==> src/rtl/core/qrs_pkg.sv <==
// Shared types and constants for the quadratic root solver.
`timescale 1ns / 1ps
package qrs_pkg;

  localparam int DEF_VALUE_WIDTH = 32;
  localparam int DEF_FRAC_BITS   = 16;

  typedef enum logic [2:0] {
    KIND_ZERO     = 3'd0,
    KIND_NOT_EQ   = 3'd1,
    KIND_TWO_REAL = 3'd2,
    KIND_DOUBLE   = 3'd3,
    KIND_COMPLEX  = 3'd4,
    KIND_DEGEN    = 3'd5
  } kind_t;

  // Per-transaction flags travelling alongside the datapath.
  typedef struct packed {
    kind_t kind;
    logic  special;
    logic  sa;
    logic  sb;
    logic  dneg;
    logic  dzero;
  } side_t;

endpackage

==> src/rtl/core/qrs_div_cell.sv <==
// One restoring divider cell with two lanes sharing a divisor: one quotient bit each.
`timescale 1ns / 1ps
module qrs_div_cell
  import qrs_pkg::*;
#(
  parameter int NW  = 49,
  parameter int DNW = 33
) (
  input  logic           clk,
  input  logic           rst_n,
  input  logic           en,
  input  logic           valid_i,
  input  logic [DNW-1:0] den_i,
  input  side_t          side_i,
  input  logic [NW-1:0]  num_a_i,
  input  logic [NW-1:0]  num_b_i,
  input  logic [DNW-1:0] rem_a_i,
  input  logic [DNW-1:0] rem_b_i,
  input  logic [NW-1:0]  q_a_i,
  input  logic [NW-1:0]  q_b_i,
  output logic           valid_o,
  output logic [DNW-1:0] den_o,
  output side_t          side_o,
  output logic [NW-1:0]  num_a_o,
  output logic [NW-1:0]  num_b_o,
  output logic [DNW-1:0] rem_a_o,
  output logic [DNW-1:0] rem_b_o,
  output logic [NW-1:0]  q_a_o,
  output logic [NW-1:0]  q_b_o
);

  logic           valid_r;
  logic [DNW-1:0] den_r;
  side_t          side_r;
  logic [NW-1:0]  num_a_r, num_b_r, q_a_r, q_b_r;
  logic [DNW-1:0] rem_a_r, rem_b_r;
  logic [DNW:0]   sh_a, sh_b, dx, dif_a, dif_b;
  logic           ge_a, ge_b;

  always_comb begin
    dx    = {1'b0, den_i};
    sh_a  = {rem_a_i, num_a_i[NW-1]};
    sh_b  = {rem_b_i, num_b_i[NW-1]};
    ge_a  = (sh_a >= dx);
    ge_b  = (sh_b >= dx);
    dif_a = ge_a ? (sh_a - dx) : sh_a;
    dif_b = ge_b ? (sh_b - dx) : sh_b;
  end

  always_ff @(posedge clk) begin
    if (!rst_n) begin
      valid_r <= 1'b0;
    end else if (en) begin
      valid_r <= valid_i;
    end
  end

  // remainder stays below the divisor, so the top bit is always clear
  always_ff @(posedge clk) begin
    if (en) begin
      den_r   <= den_i;
      side_r  <= side_i;
      num_a_r <= {num_a_i[NW-2:0], 1'b0};
      num_b_r <= {num_b_i[NW-2:0], 1'b0};
      rem_a_r <= dif_a[DNW-1:0];
      rem_b_r <= dif_b[DNW-1:0];
      q_a_r   <= {q_a_i[NW-2:0], ge_a};
      q_b_r   <= {q_b_i[NW-2:0], ge_b};
    end
  end

  assign valid_o = valid_r;
  assign den_o   = den_r;
  assign side_o  = side_r;
  assign num_a_o = num_a_r;
  assign num_b_o = num_b_r;
  assign rem_a_o = rem_a_r;
  assign rem_b_o = rem_b_r;
  assign q_a_o   = q_a_r;
  assign q_b_o   = q_b_r;

endmodule

==> config.mk <==
export PLATFORM = sky130hd
export DESIGN_NAME = qrs_div_cell
export DESIGN_NICKNAME = d
export VERILOG_FILES = /design/src/rtl/core/qrs_pkg.sv /design/src/rtl/core/qrs_div_cell.sv
export SDC_FILE = /design/constraint.sdc
export NUM_CORES = 1
export LEC_CHECK = 0
export ABC_CLOCK_PERIOD_IN_PS = 5190
export BUFFER_PORTS_ARGS = -buffer_cell sky130_fd_sc_hd__buf_2
export CORE_AREA = 2 2 238 240
export DETAILED_ROUTE_END_ITERATION = 6
export DIE_AREA = 0 0 240 242
export GPL_ROUTABILITY_DRIVEN = 0
export PLACE_DENSITY_LB_ADDON = 0.2
export SYNTH_ARGS = -nofsm -noshare
export SYNTH_HDL_FRONTEND = slang
export SYNTH_SLANG_ARGS = --single-unit
==> constraint.sdc <==
create_clock -name clk -period 5.19 [get_ports clk]
set_input_delay 0.7785 -clock clk [delete_from_list [all_inputs] [get_ports clk]]
set_output_delay 0.7785 -clock clk [all_outputs]
set_load 0.01 [all_outputs]
==> impl_metrics.py <==
metrics = {
    "worst_setup_path": {
        "r2r_setup_slack_ns": 4.60,
        "slowest_delay_ns": 0.57,
        "critPathLaunchType": "input port",
        "cp-end-kind": "flop",
        "r2r-start": "valid_o",
        "crit_type": "in -> reg",
        "worst_r2r_endpoint": "valid_o",
        "arrival_ns": 4.36,
        "cp_slowest_cell": "a2111o_1",
        "startpoint": "den_i[0]",
        "r2r_cells": 2,
        "worstPathRequired_ns": 5.48,
        "crit_fanout": 6,
        "cp_cell_sequence": "buf_2, ha_1, inv_1, fa_1, a21o_1, a221oi_2, o221ai_2, a2111o_1, a211oi_4, o31a_4, o21a_1, buf_4, mux2_2",
        "cp-endpoint": "rem_b_o[1]",
    },
    "logic_synthesis": {
        "ys_seq_area_frac": 0.658,
        "async_flop_share": 0,
        "synth-edff-count": 301,
        "synth_top_area_share": 0.656,
        "synth_top_area_cell": "edfxtp_1",
        "yosys_most_used_dff": "edfxtp_1",
        "synth_area_leaders": "edfxtp_1 66%, ha_1 6.0%, mux2_2 2.4%",
        "synth_seq_cells": 302,
        "ys_types": 69,
        "synth_area_um2": 13800,
        "syn_avg_cell_area_um2": 14.6,
        "yosys_warnings": 0,
        "synthCells": 946,
    },
    "min_path": {
        "min_from": "num_a_i[32]",
        "hold_path.class": "in -> reg",
    },
    "placed_design": {
        "dp_hpwl_mm": 40.7,
        "port_buffers": 606,
        "dpl_cell_area_um2": 17700,
    },
    "clock_tree": {
        "clk_pin_slew_ns": 0.07,
        "clock_path_buffers": 3,
        "clk_latency_ns": 0.54,
        "htreeDepth": 2,
        "clock_sinks": 302,
        "cts_tree": "built",
        "cts_resized": 0,
        "cts-root-buf": "clkbuf_16",
        "cts_setup_buffers": 0,
        "numCtsBuffers": 37,
        "ctsHoldBuffers": 0,
    },
    "layout": {
        "mostFrequentLayoutCells": "605 x buf_2, 301 x edfxtp_1, 66 x ha_1, 57 x inv_1, 51 x a21oi_1",
        "area_delta_synth_final_pct": 37.1,
        "fill_cells": 5671,
        "fin_nets": 1948,
        "final_common_cell": "buf_2",
        "drive_gt1_frac": 0.460,
        "final_area_um2": 18900,
    },
    "drt": {
        "drc": 0,
        "wl_per_cell_um": 21.5,
        "drt_iter0_markers": 450,
        "final_antenna_net_count": 0,
        "wirelength_mm": 50.7,
        "first_pass_iters": 5,
        "vias_per_cell": 4.44,
        "num_vias": 10500,
    },
    "die": {
        "start_util": 0.247,
        "io_pins": 611,
        "dieHeight_um": 242,
        "dieArea_um2": 58100,
        "coreArea_um2": 55700,
        "die_w_um": 240,
        "num_rows": 87,
    },
    "flow_run": {
        "maxCapViolCount": 0,
    },
    "pwr": {
        "p_leak_nw": 8.27,
        "powerDensity_nw_per_um2": 360,
        "irDropWorstVdd_v": 0.000263,
        "total_power_mw": 6.80,
    },
    "run_status": {
        "outcome": "finished, final reports clean",
    },
    "timing": {
        "hold_viol_final": 0,
        "finalMaxSlewViolations": 0,
        "final.min_clock_period_ns": 4.06,
        "timing.final.crit_share": 0.783,
        "rsz0062_at_grt": "no",
        "finClkSkew_ns": 0,
        "clock.fmax_mhz": 246,
        "worst_pin_slew_ns": 1.04,
        "slew_headroom": 0.305,
        "hold_ws_ns": 0.405,
        "setup-violations-final": 0,
        "setup_tns_ns": 0,
    },
    "grt": {
        "antenna_found_initial": 24,
        "grt-ovfl-total": 0,
        "grt_start_max_net_pins": 96,
        "track_usage": 0.165,
        "grt_pass1_vias": 10500,
        "grt_pass1_wl_mm": 70.0,
    },
}
## layout make-up
class / count / area [µm²] / share of cell area
sequential: 302 / 9060 / 0.480
multi-input combinational: 560 / 4340 / 0.230
timing repair buffer: 614 / 3140 / 0.166
clock buffer: 47 / 963 / 0.0510
tap: 756 / 946 / 0.0501
inverter: 58 / 225 / 0.0119
clock inverter: 18 / 188 / 0.00994
antenna: 7 / 17.5 / 0.000928
## sequential cells by signal, summed over array words and instances, names as in the netlist
register	flops
den_o	33
num_a_o	48
num_b_o	48
q_a_o	49
q_b_o	49
rem_a_o	33
rem_b_o	33
side_o	8
valid_o	1
## worst min path at each step
stage                   to  slack (ns)  cells past startpoint
2_1_floorplan      valid_o        0.54                      2
3_3_place_gp       valid_o        0.50                      2
3_5_place_dp       valid_o        0.53                      2
4_1_cts          q_a_o[27]        0.36                      1
5_1_grt          q_a_o[27]        0.37                      1
6_report       num_a_o[33]        0.41                      1
## where the power goes
group	switching (mW)	internal (mW)
combinational	0.715	0.544
clock	1.04	1.47
sequential	0.0574	2.97
total	1.82	4.98
## cells by family after synthesis
kind of cell,share of synthesized area
flip-flops,0.658
AO/OA/AOI/OAI,0.109
AND/OR/NAND/NOR,0.0644
buffers and inverters,0.0273
adder cells (fa/ha/maj),0.0629
multiplexers,0.0481
XOR/XNOR,0.0299
other,0.000272
## worst max-delay path, delay by kind of cell
kind,cells,cell delay [ns]
adders and majority gates,2,0.59
AOI/OAI and AO/OA,7,2.25
muxes,1,0.33
buffers and inverters,3,0.41
## through the flow
step | std cells | setup WS (ns) | util
2_1_floorplan | 947 | 1.13 | -
3_3_place_gp | 2290 | 0.494 | 0.318
3_5_place_dp | 2290 | 0.484 | 0.318
4_1_cts | 2355 | 1.06 | 0.338
5_1_grt | 2356 | 0.897 | 0.338
6_report | 2362 | 1.13 | 0.339
## synth_stat cells, types with 14 or more instances
library cell,number
inv_1,57
o21a_1,14
nand2_1,34
mux2_2,29
a21o_1,42
nor3_1,16
mux2_4,19
a21oi_1,51
nand4_1,16
xnor2_1,34
o21ai_0,28
edfxtp_1,301
nor2_1,47
ha_1,66
clkbuf_1,21
## routing by layer
layer | share of wire | up-vias | global-route usage
met5 | 0.0024 | - | 0
met4 | 0.021 | 18 | 0.0387
met3 | 0.090 | 93 | 0.0567
met2 | 0.52 | 432 | 0.304
met1 | 0.37 | 5025 | 0.181
li1 | - | 4914 | -
No activity file was read; power rests on OpenSTA's default activity.
