<file path="config.mk">
export PLATFORM = sky130hd
export DESIGN_NAME = qrs_sqrt_cell
export DESIGN_NICKNAME = d
export VERILOG_FILES = /design/src/rtl/core/qrs_sqrt_cell.sv
export SDC_FILE = /design/constraint.sdc
export NUM_CORES = 1
export LEC_CHECK = 0
export ABC_AREA = 1
export BUFFER_PORTS_ARGS = -buffer_cell sky130_fd_sc_hd__buf_4
export CAP_MARGIN = 20
export CORE_MARGIN = 2
export CORE_UTILIZATION = 51
export DETAILED_ROUTE_END_ITERATION = 10
export PLACE_DENSITY = 0.88
export SLEW_MARGIN = 15
export SYNTH_ARGS = -nofsm -noshare
export SYNTH_HDL_FRONTEND = slang
export SYNTH_SLANG_ARGS = --single-unit
</file>
<file path="constraint.sdc">
create_clock -name clk -period 3.7 [get_ports clk]
set_input_delay 0.74 -clock clk [delete_from_list [all_inputs] [get_ports clk]]
set_output_delay 0.74 -clock clk [all_outputs]
set_load 0.1 [all_outputs]
</file>
<file path="src/rtl/core/qrs_sqrt_cell.sv">
// One digit-by-digit square root cell: resolves one root bit per stage.
`timescale 1ns / 1ps
module qrs_sqrt_cell #(
  parameter int SW = 33,
  parameter int PW = 8
) (
  input  logic            clk,
  input  logic            rst_n,
  input  logic            en,
  input  logic            valid_i,
  input  logic [2*SW-1:0] rad_i,
  input  logic [SW+2:0]   rem_i,
  input  logic [SW-1:0]   root_i,
  input  logic [PW-1:0]   pass_i,
  output logic            valid_o,
  output logic [2*SW-1:0] rad_o,
  output logic [SW+2:0]   rem_o,
  output logic [SW-1:0]   root_o,
  output logic [PW-1:0]   pass_o
);

  localparam int RW = SW + 3;

  logic            valid_r;
  logic [2*SW-1:0] rad_r,  rad_nxt;
  logic [RW-1:0]   rem_r,  rem_nxt;
  logic [SW-1:0]   root_r, root_nxt;
  logic [PW-1:0]   pass_r;
  logic [RW-1:0]   rem_sh, trial;
  logic            ge;

  always_comb begin
    rem_sh   = {rem_i[RW-3:0], rad_i[2*SW-1 -: 2]};
    trial    = {1'b0, root_i, 2'b01};
    ge       = (rem_sh >= trial);
    rem_nxt  = ge ? (rem_sh - trial) : rem_sh;
    root_nxt = {root_i[SW-2:0], ge};
    rad_nxt  = {rad_i[2*SW-3:0], 2'b00};
  end

  always_ff @(posedge clk) begin
    if (!rst_n) begin
      valid_r <= 1'b0;
    end else if (en) begin
      valid_r <= valid_i;
    end
  end

  always_ff @(posedge clk) begin
    if (en) begin
      rad_r  <= rad_nxt;
      rem_r  <= rem_nxt;
      root_r <= root_nxt;
      pass_r <= pass_i;
    end
  end

  assign valid_o = valid_r;
  assign rad_o   = rad_r;
  assign rem_o   = rem_r;
  assign root_o  = root_r;
  assign pass_o  = pass_r;

endmodule

</file>
==> flow_summary_export.csv, run 1 <==
group,metric,value,unit
outcome,status,"complete, no violations",
sta,finalCriticalPeriod,2.41,ns
worst_setup_path,critPathMaxFanout,20,
cells_and_area,num-fill-cells,1104,
cts,numCtsBuffers,17,
sta,fmax,415,MHz
cts,holdBufCountCts,0,
cts,cts_tree,"built",
cts,post-cts-setup-buffers,0,
floorplan,dieArea,16100,sq um
sta,clock_skew,0,ns
placed_design,numPortBuffers,286,
cells_and_area,n_antenna_cell,0,
global_route,grt_pass1_vias,6464,
floorplan,initial_core_util,52.5,%
worst_setup_path,cp-start-kind,"input pin",
synth,synth_enable_flop_cells,141,
cts,clock-root-buffer,"clkbuf_16",
cells_and_area,final_area,10600,sq um
worst_setup_path,path_buf_inv,3,
route,wl,22700,um
power,switching_share,39.9,%
sta,relSlewSlack,52.3,%
synth,syn_area,7680,sq um
hold_path,hp-class,"input pin to register",
worst_setup_path,critPathTopFamily,"simple AND/OR/NAND/NOR gates",
global_route,use_met2,51.1,%
synth,yosysWarnings,0,
hold_path,holdCritStartpoint,"rad_i[52]",
synth,ys_seq_elements,142,
floorplan,io_pins,291,
power,power.internal,3570,uW
global_route,track_usage,27.9,%
cts,path_clk_slew,0.07,ns
worst_setup_path,startpoint,"root_i[12]",
synth,synth_cells,835,
sta,finalCritPeriodShare,65.1,%
global_route,grt_max_degree,78,
global_route,grt_pass1_wl,34100,um
worst_setup_path,crit_required,3.86,ns
route,viasPerCell,4.98,
flow_run,drv_cap,0,
synth,async_reset_ff_share,0,%
worst_setup_path,path_class,"input pin to register",
floorplan,core,14600,sq um
cts,cts_sinks,142,
global_route,top_usage_layer,"met2",
synth,synth.distinct_cells,28,
cts,cts_resized,0,
route,dr_total_vias,6641,
worst_setup_path,critPathCaptureType,"register",
cells_and_area,drive_gt1_share,32.6,%
power,clockPowerShare,30.4,%
placed_design,routabilityCongestion,0.882,
floorplan,num_rows,44,
cells_and_area,final-seq-area,4250,sq um
power,combPwrFrac,35.8,%
synth,yosysSeqAreaShare,55.4,%
worst_setup_path,r2r_start,"valid_o$_SDFFE_PN0P_",
cells_and_area,nNetsFinal,1320,
power,power.leakage,0.00532,uW
sta,slew_viol_final,0,
cts,cts_max_path_buffers,2,
placed_design,dpl_cell_area,10000,sq um
power,p_switching,2360,uW
route,antenna_left,0,
power,seqPwrFrac,33.8,%
route,drc_errors,0,
worst_setup_path,crit_chain,"buf_4 > inv_1 > ha_1 > nand2_2 > nor2_2 > nand2_1 > nor2_1 > nand2_1 > nand3_2 > nand3_2 > nand2_2 > buf_4 > o21ai_0",
global_route,antenna_found_initial,0,
sta,setup_violations,0,
power,ir_drop,0.000329,V
sta,hold_viol_final,0,
sta,tns,0,ns
route,dr.pass1.iters,6,
worst_setup_path,max_stage_delay,0.36,ns
synth,synth_flop_cell,"edfxtp_1",
floorplan,die_y,127,um
cells_and_area,multi_input_area,2810,sq um
global_route,overflow,0,
cts,h-tree-depth,4,
synth,synth.avg_cell_area,9.20,sq um
cells_and_area,synthToLayoutAreaGrowth,38.5,%
cts,clk_latency,0.41,ns
placed_design,hpwl,17900,um
sta,tightestPinTransition,0.715,ns
worst_setup_path,worstPathArrival,2.57,ns
worst_setup_path,cp_slowest_cell,"ha_1",
global_route,grt_util_met3,7.38,%
global_route,grt_use_met1,31.7,%
sta,rsz0062_at_grt,"false",
route,drt_iter0_markers,396,
floorplan,die_w,127,um
power,cellPowerDensity,558,nW/um^2
route,wl_per_cell,17.0,um
## metal layers
metal | up-vias | part of all wire (%)
met3 | 38 | 7.4
met5 | - | 0
met4 | 0 | 2.9
met2 | 251 | 52
li1 | 3273 | -
met1 | 3079 | 38
## Yosys cell counts, types with 5 or more instances
cell	count	share of area (%)
nor3_1	6	0.39
inv_1	138	6.7
nand3_1	27	1.8
o21bai_1	5	0.49
edfxtp_1	141	55
o21ai_0	9	0.59
nand2_2	31	2.5
nor2_2	6	0.49
nand3b_1	11	1.1
nand2_1	289	14
a21oi_1	29	1.9
ha_1	35	5.7
nand3_2	11	1.4
nor2_1	56	2.7
xor2_1	18	2.1
## flip-flops by register name, indices dropped and copies added, names as in the netlist
signal and count:
rem_o 36, root_o 33, valid_o 1, rad_o 64, pass_o 8
## placed cells by master (no fill, tap or decap), drive strengths merged, types with 7 or more instances in the layout
cell / n
clkinv: 7
xor2: 18
clkbuf: 17
o21ai: 10
edfxtp: 141
ha: 35
buf: 292
nand3: 38
inv: 141
nand3b: 11
a21oi: 29
nand2: 320
nor2: 64
## area by class of cell
| cell class | instances | area share [%] |
|---|---|---|
| multi-input combinational | 546 | 26.4 |
| inverter | 139 | 4.90 |
| tap | 184 | 2.16 |
| sequential | 142 | 40.0 |
| clock buffer | 17 | 4.00 |
| timing repair buffer | 292 | 20.8 |
| clock inverter | 13 | 1.79 |
## final timing paths
path                          end  slack (ns)  cells past startpoint
max reg2reg  valid_o$_SDFFE_PN0P_        3.06                      2
min reg2reg  valid_o$_SDFFE_PN0P_        0.56                      2
max            rem_o[1]$_DFFE_PP_        1.29                     13
min           rad_o[54]$_DFFE_PP_        0.49                      1
## power by group through the flow
stage / Sequential, uW / Clock (uW) / Combinational [uW]
finish: 2010 / 1800 / 2120
global route: 2020 / 1890 / 2220
CTS: 2010 / 1820 / 2120
detailed placement: 2040 / 0 / 2120
global placement: 2030 / 0 / 2100
floorplan: 3160 / 0 / 470
## per-stage QoR
stage / hold slack [ns] / cells / setup WS, ns / util, % / total power [uW]
global placement: 0.529 / 1303 / 0.907 / 68.4 / 4130
CTS: 0.478 / 1333 / 1.32 / 72.7 / 5960
finish: 0.492 / 1333 / 1.29 / 72.7 / 5930
global route: 0.474 / 1333 / 1.12 / 72.7 / 6130
detailed placement: 0.539 / 1303 / 0.901 / 68.4 / 4150
floorplan: 0.833 / 836 / 1.30 / - / 3630
## kinds of logic after synthesis
group | after synthesis | synth area share [%]
compound gates | 46 | 3.37
other cells | 1 | 0.0488
flops | 142 | 55.4
xor+xnor | 19 | 2.17
fa+ha+maj | 35 | 5.70
buf+inv | 148 | 8.11
simple gates | 444 | 25.2
Power figures use the tool's default switching activity.
==> run 2: changes to the inputs <==
CORE_UTILIZATION = 45   (was 51)
PLACE_DENSITY = 0.82   (was 0.88)
clock period = 1.93 ns   (was 3.7 ns; I/O delays follow)
==> run 2 against run 1 <==
  * Count of clock-buffer cells in the layout grew 2
  * Cell area up 11%
  * Critical path depth rose by 2
  * Die area increased by 13%
  * First-iteration DRC count down 5.3%
  * Sequential power grew 92%
  * Global-route usage down 1.7 points
  * Sequential share of layout area down 4.0 points
  * Cell count increased by 9.2%
  * Register-to-register slack worse by 1.8 ns
  * Hold slack got worse by 0.36 ns
  * Non-clock buffer count rose by 85
  * Largest power group unchanged
  * Highest routed layer unchanged
==> flow_summary_export.csv, run 2 (synthesized netlist as in run 1, its figures left out) <==
group,metric,value,unit
sta,clock_skew,0,ns
power,power.leakage,0.00577,uW
sta,tns,0,ns
cts,cts_sinks,142,
placed_design,hpwl,18900,um
sta,setup_violations,0,
route,wl_per_cell,16.5,um
floorplan,dieArea,18100,sq um
global_route,overflow,0,
outcome,status,"complete, no violations",
route,drt_iter0_markers,375,
route,wl,24000,um
cells_and_area,drive_gt1_share,41.3,%
cts,clk_latency,0.42,ns
sta,setup_ws,0.106,ns
floorplan,initial_core_util,46.2,%
global_route,grt_pass1_vias,6952,
global_route,antenna_found_initial,0,
placed_design,routabilityCongestion,0.904,
sta,finalCriticalPeriod,1.82,ns
cells_and_area,final_area,11800,sq um
power,cellPowerDensity,998,nW/um^2
route,drc_errors,0,
worst_setup_path,crit_required,2.11,ns
sta,slew_viol_final,0,
placed_design,dpl_cell_area,11100,sq um
cts,cts_max_path_buffers,2,
global_route,track_usage,26.2,%
cts,clock-root-buffer,"clkbuf_16",
cells_and_area,final_util,71.0,%
cts,h-tree-depth,4,
cts,post-cts-setup-buffers,0,
floorplan,core,16600,sq um
cells_and_area,final_common_cell,"buf_4",
cells_and_area,fin_cells,1456,
cts,path_clk_slew,0.06,ns
placed_design,dp.cells,1424,
cts,numCtsBuffers,17,
worst_setup_path,critPathCaptureType,"register",
worst_setup_path,path_class,"input pin to register",
worst_setup_path,cp-start-kind,"input pin",
placed_design,pre_cts_slack,-0.414,ns
worst_setup_path,critPathMaxFanout,22,
route,dr_total_vias,7014,
floorplan,num_rows,47,
flow_run,drv_cap,0,
floorplan,io_pins,291,
cells_and_area,nNetsFinal,1405,
global_route,grt_max_degree,38,
sta,hold_viol_final,0,
cells_and_area,largest_reg_flops,64,
cells_and_area,synthToLayoutAreaGrowth,53.7,%
route,antenna_left,0,
route,viasPerCell,4.82,
worst_setup_path,worstPathArrival,2.00,ns
floorplan,die_w,135,um
cells_and_area,n_antenna_cell,0,
route,dr.pass1.iters,5,
sta,finalCritPeriodShare,94.5,%
cells_and_area,layout_common_cells,"buf_4, nand2_1, edfxtp_1",
sta,fmax,548,MHz
hold_path,hp-class,"input pin to register",
global_route,grt_pass1_wl,36100,um
worst_setup_path,r2r_setup_slack,1.29,ns
power,ir_drop,0.000632,V
cts,cts_tree,"built",
placed_design,numPortBuffers,286,
floorplan,die_y,135,um
[run 2: final timing paths]
check                                     startpoint              endpoint  cells after the start
worst max register to register  valid_o$_SDFFE_PN0P_  valid_o$_SDFFE_PN0P_                      2
worst min register to register  valid_o$_SDFFE_PN0P_  valid_o$_SDFFE_PN0P_                      2
worst min-delay path                       pass_i[0]   pass_o[0]$_DFFE_PP_                      1
worst max-delay path                      root_i[15]   rem_o[21]$_DFFE_PP_                     15
[run 2: repair_timing]
| action | 4_1_cts | 5_1_grt |
|---|---|---|
| hold buffers | 0 | 0 |
| setup endpoints to repair | 0 | 36 |
| gates resized for setup | 0 | 19 |
| hold endpoints to repair | 0 | 0 |
[run 2: layout make-up]
type | instances | area (sq um)
well taps | 220 | 275
repair buffers | 377 | 2930
clock inverters | 13 | 179
clock buffers | 19 | 443
inverters | 139 | 522
fillers | 1252 | 4830
flip-flops and latches | 142 | 4250
multi-input cells | 546 | 3210
[run 2: per-layer routing]
metal	track usage (%)	part of all wire, %	routed length [um]	up-vias
met5	0	0	0	-
met4	10.9	3.3	791	0
met3	4.92	5.6	1330	52
met2	48.4	53	12600	256
met1	29.5	39	9250	3260
li1	-	-	-	3446
[run 2: power breakdown]
part           switching (uW)  total [uW]  internal, uW
logic                    3250        4460          1210
registers                92.1        3850          3750
clock network            1380        3480          2100
total                    4720       11800          7070
[run 2: critical path: stages]
cell     delay [ns]
buf_4          0.08
inv_1          0.07
ha_4           0.31
nand2_4        0.06
nor2_4         0.16
nand2_2        0.09
nor2_1         0.10
nand2_1        0.07
nand3_2        0.10
nand3_2        0.06
nand2_2        0.14
inv_2          0.08
buf_12         0.16
nand2_1        0.07
nand2_1        0.06
[run 2: through the flow]
stage | hold slack [ns] | power, uW
after floorplan | 0.479 | 7040
after global placement | 0.525 | 8270
after detailed placement | 0.547 | 8340
after CTS | 0.128 | 11800
after global routing | 0.123 | 12200
final | 0.134 | 11800
==> run 3: changes to the inputs <==
ABC_AREA = default   (was 1)
CORE_UTILIZATION = 44   (was 45)
==> run 3 against run 2 <==
  * The flow now finishes with violations (setup timing)
  * Via count shrank 18%
  * Synthesized area is 9.8% lower
  * Largest power group unchanged
  * Cell area decreased by 5.7%
  * Core utilization grew 1.8 points
  * Count of clock-buffer cells in the layout is 1 higher
  * Hold slack improved by 0.010 ns
  * Register-to-register slack better by 0.04 ns
  * Highest routed layer unchanged
  * Synthesized cell count fell by 41%
==> flow_summary_export.csv, run 3 <==
group,metric,value,unit
outcome,status,"finished, violations left",
outcome,violations,"setup timing",
synth,synth_cells,493,
hold_path,hp-class,"input pin to register",
cells_and_area,largest_reg_flops,64,
synth,synth_top_area_share,61.1,%
cts,cts_sinks,142,
sta,fmax,376,MHz
placed_design,routabilityCongestion,0.867,
cells_and_area,fin_cells,1142,
route,dr_total_vias,5727,
placed_design,numPortBuffers,286,
synth,ys_seq_elements,142,
route,drc_errors,0,
synth,yosysSeqAreaShare,61.4,%
sta,hold_viol_final,0,
cts,h-tree-depth,4,
floorplan,io_pins,291,
synth,async_reset_ff_share,0,%
route,wl_per_cell,18.5,um
floorplan,die_y,130,um
global_route,grt_pass1_wl,30200,um
route,antenna_left,0,
sta,setup_ws,-0.733,ns
cts,path_clk_slew,0.06,ns
cts,clock-root-buffer,"clkbuf_16",
floorplan,num_rows,45,
global_route,antenna_found_initial,1,
synth,yosysTopAreaCell,"edfxtp_1",
worst_setup_path,crit_required,2.10,ns
worst_setup_path,path_class,"input pin to register",
route,dr.pass1.iters,6,
cts,cts_tree,"built",
power,power.leakage,0.00507,uW
global_route,use_met2,45.2,%
worst_setup_path,worstPathArrival,2.83,ns
synth,synth.distinct_cells,65,
cts,cts_max_path_buffers,2,
floorplan,initial_core_util,45.3,%
worst_setup_path,critPathCaptureType,"register",
cells_and_area,nNetsFinal,1099,
cells_and_area,synthToLayoutAreaGrowth,60.7,%
synth,syn_area,6930,sq um
global_route,grt_max_degree,37,
route,drt_iter0_markers,248,
flow_run,drv_cap,0,
synth,synth.avg_cell_area,14.1,sq um
cells_and_area,final_common_cell,"buf_4",
synth,synthTopCellsByArea,"edfxtp_1, ha_1, mux2_4, inv_1, xnor2_1",
synth,synth_common_cells,"edfxtp_1, inv_1, ha_1",
global_route,top_usage_layer,"met2",
global_route,grt_pass1_vias,5828,
cells_and_area,drive_gt1_share,56.2,%
sta,clock_skew,0,ns
sta,slew_viol_final,0,
route,viasPerCell,5.01,
placed_design,dp.cells,1097,
floorplan,core,15300,sq um
cts,holdBufCountCts,0,
sta,finalCritPeriodShare,138,%
synth,yosysMostFrequentCell,"edfxtp_1",
cells_and_area,layout_common_cells,"buf_4, edfxtp_1, inv_1",
route,wl,21100,um
synth,synth_enable_flop_cells,141,
worst_setup_path,cp-start-kind,"input pin",
global_route,grt_use_met1,24.4,%
sta,setup_violations,37,
sta,rsz0062_at_grt,"true",
floorplan,dieArea,16800,sq um
placed_design,pre_cts_slack,-1.33,ns
synth,yosysWarnings,0,
cts,numCtsBuffers,17,
global_route,track_usage,24.1,%
power,cellPowerDensity,1040,nW/um^2
cells_and_area,final_area,11100,sq um
cts,clk_latency,0.41,ns
global_route,grt_util_met3,7.02,%
worst_setup_path,critPathMaxFanout,8,
placed_design,dpl_cell_area,10200,sq um
sta,holdWs,0.145,ns
placed_design,hpwl,15400,um
floorplan,die_w,130,um
synth,synth_flop_cell,"edfxtp_1",
global_route,overflow,0,
sta,finalCriticalPeriod,2.66,ns
power,ir_drop,0.000561,V
-- run 3: changes by cell type in the layout (fill, tap and decap cells not counted), moves of 31 or more --
cell	before	now
nand2_1	276	27
inv_1	138	41
nand2_2	43	0
nor2_1	51	15
buf_4	368	401
mux2_4	0	31
-- run 3: path summary, 6_finish.rpt --
kind / endpoint / from / slack [ns] / cells past startpoint
max: rem_o[21]$_DFFE_PP_ / root_i[0] / -0.73 / 13
min: rad_o[22]$_DFFE_PP_ / rad_i[20] / 0.14 / 1
max reg2reg: valid_o$_SDFFE_PN0P_ / valid_o$_SDFFE_PN0P_ / 1.33 / 2
min reg2reg: valid_o$_SDFFE_PN0P_ / valid_o$_SDFFE_PN0P_ / 0.53 / 2
-- run 3: cell type report --
type | instances | area, sq um
clock inverter | 12 | 136
inverter | 48 | 204
sequential | 142 | 4250
multi-input combinational | 293 | 2600
clock buffer | 20 | 437
fill | 1080 | 4170
antenna | 1 | 2.50
tap | 211 | 264
timing repair buffer | 411 | 3160
timing repair inverter | 4 | 85.1
-- run 3: what timing repair did --
| action | in CTS | in global routing |
|---|---|---|
| cloned | 3 | 1 |
| pin swaps | 11 | 5 |
| resized for setup | 37 | 12 |
| endpoints found under the setup margin | 37 | 37 |
| buffers inserted | 9 | 1 |
-- run 3: report_power, final --
group          leakage (uW)  internal [uW]  switching [uW]
Clock              0.000271           1910            1300
Combinational       0.00341           1370            3130
Sequential          0.00139           3770            97.2
Total               0.00507           7050            4530
-- run 3: through the flow --
step           util [%]  total power [uW]  TNS (ns)
2_1_floorplan         -              7040    -36.97
3_3_place_gp       66.8              8220    -45.40
3_5_place_dp       66.8              8280    -46.08
4_1_cts            72.2             11600    -24.68
5_1_grt            72.7             11900    -27.21
6_report           72.7             11600    -25.19
-- run 3: cells by family (layout without fill, tap and decap cells) --
logic type                 after synthesis  in the layout  share of synthesized area (%)
and+or+nand+nor                         91             91                           6.68
muxes                                   35             35                           7.02
AOI/OAI and AO/OA                       99             99                           10.3
DFF                                    142            142                           61.4
other                                    1              3                         0.0541
xor gates and xnor gates                31             31                           3.92
buffers and inverters                   59            495                           4.31
adders and majority gates               35             35                           6.32
-- run 3: critical path: stages --
cell and delay, ns:
buf_8 0.09, inv_8 0.03, ha_4 0.25, and2b_2 0.17, o311ai_4 0.09, a32oi_2 0.29, a41oi_4 0.16, o211a_4 0.26
o31a_4 0.28, o211a_4 0.25, buf_12 0.17, clkinv_8 0.10, mux2_4 0.30
-- run 3: metal layers --
metal | vias to the layer above | part of all wire [%]
met5 | - | 0
met1 | 2746 | 35
li1 | 2692 | -
met4 | 0 | 3.8
met2 | 243 | 54
met3 | 46 | 7.3
